$ cat config.mk
export PLATFORM = sky130hd
export DESIGN_NAME = zph_ram
export DESIGN_NICKNAME = d
export VERILOG_FILES = /design/src/rtl/zph_ram.sv
export SDC_FILE = /design/constraint.sdc
export NUM_CORES = 1
export LEC_CHECK = 0
export BUFFER_PORTS_ARGS = -buffer_cell sky130_fd_sc_hd__buf_2
export CORE_AREA = 10 10 119 121
export CTS_CLUSTER_DIAMETER = 80
export DETAILED_ROUTE_END_ITERATION = 10
export DIE_AREA = 0 0 129 131
export PLACE_DENSITY = 0.66
export SYNTH_ARGS = -nofsm -noshare
export SYNTH_HDL_FRONTEND = slang
export SYNTH_SLANG_ARGS = --single-unit
$ cat constraint.sdc
create_clock -name clock -period 1.8 [get_ports clock]
set_input_delay 0.36 -clock clock [delete_from_list [all_inputs] [get_ports clock]]
set_output_delay 0.36 -clock clock [all_outputs]
set_load 0.02 [all_outputs]
$ cat src/rtl/zph_ram.sv
module zph_ram #(
   parameter int WIDTH = 8,
   parameter int DEPTH = 16
) (
   input  logic                     clock,
   input  logic                     wr_en,
   input  logic [$clog2(DEPTH)-1:0] wr_addr,
   input  logic [WIDTH-1:0]         wr_data,
   input  logic                     rd_en,
   input  logic [$clog2(DEPTH)-1:0] rd_addr,
   output logic [WIDTH-1:0]         rd_data
);

   logic [WIDTH-1:0] mem_ff [DEPTH];
   logic [WIDTH-1:0] rd_data_ff;

   // One write port and one registered read port.
   always_ff @(posedge clock) begin
      if (wr_en) begin
         mem_ff[wr_addr] <= wr_data;
      end
      if (rd_en) begin
         rd_data_ff <= mem_ff[rd_addr];
      end
   end

   assign rd_data = rd_data_ff;

endmodule

==> metrics.md, run 1 <==
| Metric | Value |
|---|---|
| Fin nets | 314 |
| Dpl ws | -0.138 ns |
| Grt met3 use | 4.63% |
| Area contributors post-synth | edfxtp_1, mux4_2, mux4_1 |
| Top cell type's share of synthesized area | 78.1% |
| Grt ovf | 0 |
| Worst Hold Class | in -> reg |
| Via density per instance | 5.50 |
| Fin crit share | 84.9% |
| Residual DRC | 0 |
| GRT Max-Usage Layer | met2 |
| Die H | 131 um |
| Cell taking the most area after synthesis | edfxtp_1 |
| Placement row count | 40 |
| N_diodes | 0 |
| Hold buffer count at CTS | 0 |
| Pleak | 2.17 nW |
| Ys Warns | 0 |
| Num CTS Buffers | 17 |
| Fin Clk Skew | 0.0215 ns |
| Most common cell in the netlist | edfxtp_1 |
| Synth cell types | 18 |
| Synth Flop Type | edfxtp_1 |
| Total GRT Usage | 13.7% |
| Mapped Nets | 248 |
| Pin count of the biggest net entering global routing | 17 |
| Vias in the first global route | 2,688 |
| Slew Viols, Final | 0 |
| Die Wd | 129 um |
| Antenna Nets Post-Route | 0 |
| Dpl hpwl | 6860 um |
| Layout area overhead | 21.5% |
| Required @ worst endpoint | 1.94 ns |
| Initial antenna violation count | 0 |
| RSZ-0062 raised after global routing | no |
| # IOs | 27 |
| Total die area | 16,900 um2 |
| Commonest cells post-synth | edfxtp_1, mux4_2, a22oi_1 |
| Critical Path Fanout Max | 1 |
| Critical-path cell list | mux4_2, a22oi_1, nand2_1 |
| Post-CTS setup buffer count | 0 |
| First-pass GRT wire length | 16,300 um |
| Final worst setup slack | 0.272 ns |
| Layout cell share with drive strength beyond 1 | 34.9% |
| CP arrival | 1.67 ns |
| Fmax | 655 MHz |
| Starting Density | 44.3% |
| Max_cap viols | 0 |
| CTS tree | built |
| Met1 usage | 17.6% |
| Clk pin slew, worst setup/hold paths | 0.06 ns |
| GP Congestion | 0.727 |
| Sink Count | 136 |
| Core Area | 11,800 um2 |
| Mapped Area | 5230 um2 |
| Final Setup Violations | 0 |
| EDFF count, synth | 136 |
| Root buf cell | clkbuf_16 |
| Final Critical Period | 1.53 ns |
| Initial DRT Pass Iterations | 4 |
| Measured slew at the worst slew-check pin | 0.434 ns |
| Met2 usage in global routing | 21.7% |
| Clk buf depth | 2 |
| Drt first-iter violations | 222 |
| Power Density | 1170 nW/um2 |
| Worst IR Drop VDD | 0.000579 V |
| Critical path type | reg -> reg |
| Seq/Total Area, Yosys | 78.1% |
| Mapped Cells | 229 |
| WL final | 10,600 um |
| PortBufs | 26 |
| Result of the run | completed |
| Normalized max-slew margin | 71.1% |
| Worst Setup Start Kind | register |
| Post-CTS sizing | 0 |
| Synthesized area per cell | 22.8 um2 |
| Number of synthesized register bits | 136 |
| Setup TNS | 0 ns |
| Number of fill cells | 924 |
| Worst-Skew Late Latency | 0.42 ns |
| Critical Path Max Stage Delay | 0.50 ns |
| Avg WL per Cell | 23.4 um |
| Slowest stage cell, crit path | mux4_2 |
| Final hold vios | 0 |
| Crit. End Element | register |
| FFs w/ async S/R, synth | 0% |
| H-tree Lvls | 4 |
| Via count | 2,499 |
routing by layer:
layer	share of wire, %	wire length, um
met5	0	0
met4	0.49	52
met3	6.2	659
met2	50	5290
met1	44	4630
state kept, by name, summed over array words and instances (netlist names):
name,flops
mem_ff,128
rd_data,8
report_power, final:
part           switching, mW  internal (mW)
registers             0.0203           3.57
clock network           1.29           2.19
logic                  0.211          0.165
critical path: cells and delay by family, from the launching register on:
family / cells / cell delay, ns
and+or+nand+nor: 1 / 0.08
muxes: 1 / 0.50
AOI/OAI and AO/OA: 1 / 0.31
DFF: 1 / 0.37
cell type report:
class	instances	area (um2)	share of cell area, %
sequential	136	4080	64.3
multi-input combinational	83	1060	16.7
clock buffer	18	429	6.75
timing repair buffer	57	425	6.70
tap	147	184	2.89
clock inverter	13	169	2.66
worst paths after layout:
kind              cells after the start          start  slack [ns]         end
setup reg to reg                      3  mem_ff[10][7]        0.27  rd_data[7]
hold reg to reg                       3  mem_ff[14][1]        0.74  rd_data[1]
setup / recovery                      3  mem_ff[10][7]        0.27  rd_data[7]
hold / removal                        1          rd_en        0.32  rd_data[3]
logic make-up (layout without fill, tap and decap cells):
| kind of cell | after synthesis | count (layout) | synth area share (%) |
|---|---|---|---|
| buffers and inverters | 10 | 88 | 1.65 |
| AO/OA/AOI/OAI | 16 | 16 | 2.30 |
| flip-flops | 136 | 136 | 78.1 |
| multiplexers | 32 | 32 | 14.8 |
| AND/OR/NAND/NOR | 35 | 35 | 3.14 |
stage by stage:
step	total power [mW]	hold slack, ns	instance area (um2)	util [%]	std cells
after floorplan	3.85	0.459	5230	-	229
after global placement	4.02	0.732	5760	48.7	423
after detailed placement	4.04	0.733	5760	48.7	423
after CTS	7.51	0.317	6350	53.8	454
after global routing	7.70	0.310	6350	53.8	454
final	7.44	0.320	6350	53.8	454
cells in the final DEF (no fill, tap or decap):
cell type   netlist  final
a22oi_1          16     16
and2_1            1      1
and2b_1           1      1
buf_12            0      5
buf_2             3     26
buf_4             1     26
bufinv_16         0      3
clkbuf_1          0      1
clkbuf_16         0     17
clkinv_2          0      1
clkinvlp_4        0      4
edfxtp_1        136    136
inv_6             0      5
mux4_1           14     14
mux4_2           18     18
nand2_1           9      9
nand2b_1          2      2
nand3_1           1      1
nand3b_1          2      2
nor2_1           13     13
nor2b_1           1      1
nor3_1            4      3
nor3_2            0      1
or3b_2            1      1
Note: power is estimated with default switching activity, not from simulation.
==> run 2, diff against run 1 <==
ABC_AREA = 1   (was default)
CORE_AREA = 10 10 125 127   (was 10 10 119 121)
DIE_AREA = 0 0 135 137   (was 0 0 129 131)
PLACE_DENSITY = 0.64   (was 0.66)
clock period = 1.6 ns   (was 1.8 ns; I/O delays follow)
==> run 2 against run 1 <==
  * Setup slack better by 0.033 ns
  * Register-to-register slack gained 0.13 ns
  * Design area grew 8.4%
  * Utilization down 1.2 points
  * Synthesized cell count up 140%
  * Clock power increased by 19%
  * Global-route usage up 0.99 points
  * Flip-flop and latch count stayed put
  * Combinational power up 36%
  * Hold slack worse by 0.063 ns
  * Largest cell class unchanged
  * First-iteration DRC count grew 74%
==> metrics.md, run 2 <==
| Metric | Value |
|---|---|
| CTS tree | built |
| Top cell type's share of synthesized area | 69.8% (-8.3 points) |
| Worst Setup Start Kind | register |
| Result of the run | completed |
| # IOs | 27 (unchanged) |
| Root buf cell | clkbuf_16 |
| Final hold vios | 0 (unchanged) |
| CP top delay family | flip-flops |
| Layout area overhead | 17.8% |
| Worst IR Drop VDD | 0.000653 V (+13%) |
| Post-CTS setup buffer count | 0 (unchanged) |
| Drt first-iter violations | 387 (+74%) |
| Measured slew at the worst slew-check pin | 0.620 ns (+0.187 ns) |
| Clk buf depth | 2 (unchanged) |
| Setup TNS | 0 ns (unchanged) |
| Initial antenna violation count | 0 (unchanged) |
| Critical path type | reg -> out |
| Synthesized area per cell | 10.6 um2 (-54%) |
| Post-CTS sizing | 0 (unchanged) |
| Slowest stage cell, crit path | edfxtp_1 |
| Mapped Nets | 570 (+130%) |
| Fin crit share | 80.9% |
| Initial DRT Pass Iterations | 4 (unchanged) |
| Max_cap viols | 0 (unchanged) |
| Fin nets | 614 (+96%) |
| Most frequent cells in the layout | nand2_1, edfxtp_1, inv_1, nand3_1, buf_2 |
| Most common cell after layout, fill and taps aside | nand2_1 |
| Layout cell share with drive strength beyond 1 | 13.0% (-22 points) |
| Reg2Reg Depth | 6 (+3) |
| Top reg by flops | mem_ff |
| EDFF count, synth | 136 (unchanged) |
| H-tree Lvls | 4 (unchanged) |
| Starting Density | 44.7% (+0.43 points) |
| Seq/Total Area, Yosys | 69.8% (-8.3 points) |
| Hold buffer count at CTS | 0 (unchanged) |
| Slew Viols, Final | 0 (unchanged) |
| Via count | 3,837 (+54%) |
| Max reg flops | 128 (unchanged) |
| Crit. End Element | output port |
| Worst-Skew Late Latency | 0.42 ns (about the same) |
| Area contributors post-synth | edfxtp_1, nand2_1, nand3_1 |
| Fmax | 772 MHz |
| Crit path buffers/inverters | 1 (+1) |
| Antenna Nets Post-Route | 0 (unchanged) |
| Avg WL per Cell | 16.6 um (-29%) |
| PortBufs | 26 (unchanged) |
| Via density per instance | 4.89 (-11%) |
| Normalized max-slew margin | 58.6% (-12 points) |
| Dpl hpwl | 8030 um (+17%) |
| Grt ovf | 0 (unchanged) |
| Mapped Area | 5850 um2 (+12%) |
| Dpl ws | -0.0511 ns (+0.0866 ns) |
| Fin Clk Skew | 0.00795 ns (-0.0136 ns) |
| Ys Warns | 0 (unchanged) |
| CP arrival | 0.98 ns (-0.69 ns) |
| Hold WS | 0.257 ns (-0.0632 ns) |
| FFs w/ async S/R, synth | 0% (unchanged) |
| Core Area | 13,100 um2 (+11%) |
| N_diodes | 0 (unchanged) |
| Final Critical Period | 1.30 ns |
| GP Congestion | 0.786 (+8.2%) |
| Clk pin slew, worst setup/hold paths | 0.06 ns (about the same) |
| Cell taking the most area after synthesis | edfxtp_1 |
| Synth Flop Type | edfxtp_1 |
| RSZ-0062 raised after global routing | no |
| Critical-path cell list | buf_2 |
| Required @ worst endpoint | 1.28 ns (-0.66 ns) |
| Final worst setup slack | 0.305 ns (+0.0327 ns) |
| Residual DRC | 0 (unchanged) |
| Pin count of the biggest net entering global routing | 65 (+48) |
| Critical Path Fanout Max | 1 (unchanged) |
| Hold path cells | 1 (unchanged) |
| WL final | 13,000 um (+22%) |
| Commonest cells post-synth | nand2_1, edfxtp_1, inv_1 |
| Total GRT Usage | 14.7% (+0.99 points) |
| Number of synthesized register bits | 136 (unchanged) |
| Mapped Cells | 551 (+140%) |
| Final Setup Violations | 0 (unchanged) |
| Critical Path Max Stage Delay | 0.38 ns (-0.12 ns) |
| Die Wd | 135 um (+4.7%) |
| Die H | 137 um (+4.6%) |
| Pleak | 2.97 nW (+37%) |
| Most common cell in the netlist | nand2_1 |
| Sink Count | 136 (unchanged) |
| Vias in the first global route | 3,775 (+40%) |
| Placement row count | 42 (+5.0%) |
| First-pass GRT wire length | 20,300 um (+24%) |
| Crit path depth | 1 (-2) |
| Num CTS Buffers | 17 (unchanged) |
| Worst Hold Class | in -> reg |
| Total die area | 18,500 um2 (+9.4%) |
| Power Density | 1260 nW/um2 (+7.7%) |
| Synth cell types | 11 (-7) |
run 2: path summary, 6_finish.rpt:
kind | start | endpoint | slack, ns
worst min-delay path | rd_en | rd_data[0] | 0.26
worst min register to register | mem_ff[11][7] | rd_data[7] | 0.74
worst max register to register | mem_ff[5][4] | rd_data[4] | 0.40
worst max-delay path | rd_data[6] | rd_data[6] | 0.30
run 2: final cells by class:
cell class,count,area (um2)
Fill cell,1122,6200
Tap cell,176,220
Timing Repair Buffer,49,353
Inverter,102,383
Clock inverter,15,208
Multi-Input combinational cell,289,1210
Sequential cell,136,4080
Clock buffer,17,425
run 2: where the power goes:
part	switching (mW)	internal (mW)
sequential	0.0194	4.02
clock	1.41	2.74
combinational	0.362	0.151
run 2: cell families (layout without fill, tap and decap cells):
family / Yosys count / after routing / share of synthesized area (%)
DFF: 136 / 136 / 69.8
and+or+nand+nor: 289 / 289 / 20.8
buffers and inverters: 126 / 183 / 9.39
run 2: layer usage:
metal	share of wire (%)	wire (um)	vias to the layer above	global-route usage, %
li1	-	-	1869	-
met1	42	5530	1836	17.6
met2	49	6430	114	24.2
met3	5.5	718	18	4.14
met4	2.5	330	0	6.88
met5	0	0	-	0
run 2: worst register-to-register path, cell delays in order, from the launching register on:
cell and delay, ns:
edfxtp_1 0.35, inv_1 0.06, nand2_1 0.04, nand3_1 0.09, nand3_1 0.14, nand3_1 0.18, nand2_1 0.08
run 2: through the flow:
stage          power, mW  utilization [%]  area (um2)  std cells
3_5_place_dp        4.62             47.8        6250        752
4_1_cts             8.75             52.6        6890        784
3_3_place_gp        4.61             47.8        6250        752
6_report            8.69             52.6        6890        784
2_1_floorplan       4.41                -        5850        551
5_1_grt             8.97             52.6        6890        784
==> run 3, diff against run 2 <==
PLACE_DENSITY = 0.66   (was 0.64)
clock period = 1.13 ns   (was 1.6 ns; I/O delays follow)
==> run 3 against run 2 <==
  * The run now ends with negative setup slack left
  * Sequential power is 42% higher
  * Non-clock buffer count is 6 higher
  * Sequential share of layout area is 1.8 points lower
  * Via count is 2.6% higher
  * Setup slack worse by 0.40 ns
  * Global-route usage is 0.22 points higher
  * Clock skew hardly changed
  * Total power is 34% higher
  * First-iteration DRC count is 8.5% higher
  * Routed wire length is 2.2% higher
  * Critical path depth stayed put
  * Hold slack worse by 0.080 ns
  * Critical endpoint is now rd_data[0]
==> metrics.md, run 3 (synthesized netlist as in run 2, its figures left out) <==
| Metric | Value |
|---|---|
| Result of the run | complete, but fails checks |
| Failing checks | negative setup slack |
| Grt ovf | 0 (unchanged) |
| Most frequent cells in the layout | nand2_1, edfxtp_1, inv_1, nand3_1, nand3_2 |
| Top reg by flops | mem_ff |
| Critical Path Max Stage Delay | 0.43 ns (+0.05 ns) |
| Placement row count | 42 (unchanged) |
| Avg WL per Cell | 16.8 um (+1.5%) |
| Final Critical Period | 1.23 ns |
| WL final | 13,300 um (+2.2%) |
| Hold Startpoint | rd_en |
| Total die area | 18,500 um2 (unchanged) |
| Reg-to-reg slack, setup | 0.06 ns (-0.34 ns) |
| CTS tree | built |
| Antenna Nets Post-Route | 0 (unchanged) |
| Layout cell share with drive strength beyond 1 | 19.6% (+6.6 points) |
| Fin Clk Skew | 0.00843 ns (+0.000480 ns) |
| Drt first-iter violations | 420 (+8.5%) |
| Slew Viols, Final | 0 (unchanged) |
| Register Area | 4080 um2 (unchanged) |
| RSZ-0062 raised after global routing | yes |
| Sink Count | 136 (unchanged) |
| Placed Cells | 758 (+0.80%) |
| Core Area | 13,100 um2 (unchanged) |
| Vias in the first global route | 3,903 (+3.4%) |
| Number of fill cells | 1,109 (-1.2%) |
| Hold endpoint | rd_data[7] |
| Worst Setup Start Kind | register |
| Total GRT Usage | 15.0% (+0.22 points) |
| Fin crit share | 109% |
| Reg2Reg Launch Point | mem_ff[5][7] |
| Die Wd | 135 um (unchanged) |
| Final worst setup slack | -0.0990 ns (-0.404 ns) |
| Measured slew at the worst slew-check pin | 0.372 ns (-0.249 ns) |
| Critical Path Fanout Max | 1 (unchanged) |
| Required @ worst endpoint | 0.90 ns (-0.38 ns) |
| Post-route cell area | 7100 um2 (+3.1%) |
| Worst IR Drop VDD | 0.00136 V (+110%) |
| Residual DRC | 0 (unchanged) |
| Non-Filler Instances | 789 (+0.64%) |
| H-tree Lvls | 4 (unchanged) |
| Final Setup Violations | 8 (+8) |
| Dpl cell area | 6350 um2 (+1.6%) |
| Pin count of the biggest net entering global routing | 65 (unchanged) |
| Hold path cells | 1 (unchanged) |
| Normalized max-slew margin | 75.2% (+17 points) |
| Clk buf depth | 2 (unchanged) |
| Final core occ | 54.3% (+1.6 points) |
| Clk pin slew, worst setup/hold paths | 0.06 ns (about the same) |
| Most common cell after layout, fill and taps aside | nand2_1 |
| N_diodes | 0 (unchanged) |
| Hold buffer count at CTS | 0 (unchanged) |
| Fmax | 814 MHz |
| Reg2Reg Depth | 6 (unchanged) |
| Max_cap viols | 0 (unchanged) |
| Root buf cell | clkbuf_16 |
| Power Density | 1640 nW/um2 (+30%) |
| Area of the multi-input gates | 1370 um2 (+13%) |
| Worst-Skew Late Latency | 0.41 ns (about the same) |
| Layout area overhead | 21.5% |
| Slowest stage cell, crit path | edfxtp_1 |
| Pleak | 3.06 nW (+2.9%) |
| CP arrival | 1.00 ns (+0.02 ns) |
| Final hold vios | 0 (unchanged) |
| Dpl hpwl | 8330 um (+3.8%) |
| Via density per instance | 4.99 (+1.9%) |
| Crit. End Element | output port |
| Fin nets | 620 (+0.98%) |
| Crit path buffers/inverters | 1 (unchanged) |
| Max reg flops | 128 (unchanged) |
| Critical path type | reg -> out |
| Dpl ws | -0.328 ns (-0.277 ns) |
| FF-to-FF End | rd_data[7] |
| PortBufs | 26 (unchanged) |
| CP top delay family | flip-flops |
| Via count | 3,935 (+2.6%) |
| Num CTS Buffers | 17 (unchanged) |
| Initial DRT Pass Iterations | 5 (+1) |
| Die H | 137 um (unchanged) |
| Initial antenna violation count | 0 (unchanged) |
| # IOs | 27 (unchanged) |
| GP Congestion | 0.822 (+4.6%) |
| Worst Hold Class | in -> reg |
| First-pass GRT wire length | 20,500 um (+1.0%) |
| Starting Density | 44.7% (unchanged) |
| Critical-path cell list | buf_6 |
==> run 3: cell count changes in the layout (fill, tap and decap cells not counted), moves of 3 or more <==
cell,previous run,this run
nand3_1,97,68
nand3_2,0,29
buf_2,26,18
buf_6,0,8
clkinv_2,2,7
buf_12,4,8
nand2_1,173,169
nand2_2,0,4
bufinv_16,5,2
==> run 3: final cells by class <==
cell class / instances / share of cell area, %
Clock inverter: 12 / 1.55
Timing Repair Buffer: 55 / 7.01
Multi-Input combinational cell: 289 / 19.3
Tap cell: 176 / 3.10
Clock buffer: 19 / 6.10
Sequential cell: 136 / 57.5
Inverter: 102 / 5.39
==> run 3: worst reg2reg max path: stages (launching register included) <==
cell      delay, ns
edfxtp_1       0.35
inv_1          0.06
nand2_1        0.04
nand3_1        0.11
nand3_2        0.10
nand3_2        0.09
nand2_1        0.07
==> run 3: worst max path at each step <==
stage / startpoint / to / slack [ns] / depth (start not counted)
detailed placement: rd_addr[0] / rd_data[1] / -0.33 / 8
global route: rd_data[0] / rd_data[0] / -0.13 / 1
floorplan: wr_addr[2] / mem_ff[10][0] / -0.05 / 2
finish: rd_data[0] / rd_data[0] / -0.1 / 1
CTS: rd_data[0] / rd_data[0] / -0.11 / 1
global placement: rd_addr[0] / rd_data[1] / -0.34 / 8
==> run 3: where the power goes <==
part           switching [mW]  leakage (nW)  internal, mW
Clock                    1.92         0.271          3.18
Sequential             0.0370          1.24          5.69
Combinational           0.548          1.55         0.287
Total                    2.51          3.06          9.16
==> run 3: stage by stage <==
stage / total power [mW] / TNS (ns) / hold WS, ns
after CTS: 11.7 / -0.577 / 0.162
after floorplan: 6.25 / -3.85 / 0.325
after global placement: 6.56 / -8.96 / 0.593
after global routing: 12.0 / -0.770 / 0.164
final: 11.7 / -0.476 / 0.177
after detailed placement: 6.58 / -11.03 / 0.595
==> run 3: metal layers <==
layer / wire length [um] / GRT usage (%) / part of all wire (%) / vias up
li1: - / - / - / 1881
met1: 5630 / 17.9 / 42 / 1894
met2: 6630 / 24.9 / 50 / 137
met3: 712 / 3.30 / 5.4 / 23
met4: 320 / 7.60 / 2.4 / 0
met5: 0 / 0 / 0 / -
==> run 3: what timing repair did <==
item                       4_1_cts  5_1_grt
gates resized for setup         14       36
pin swaps                        0       11
setup buffers                    0        0
setup endpoints to repair       10       16
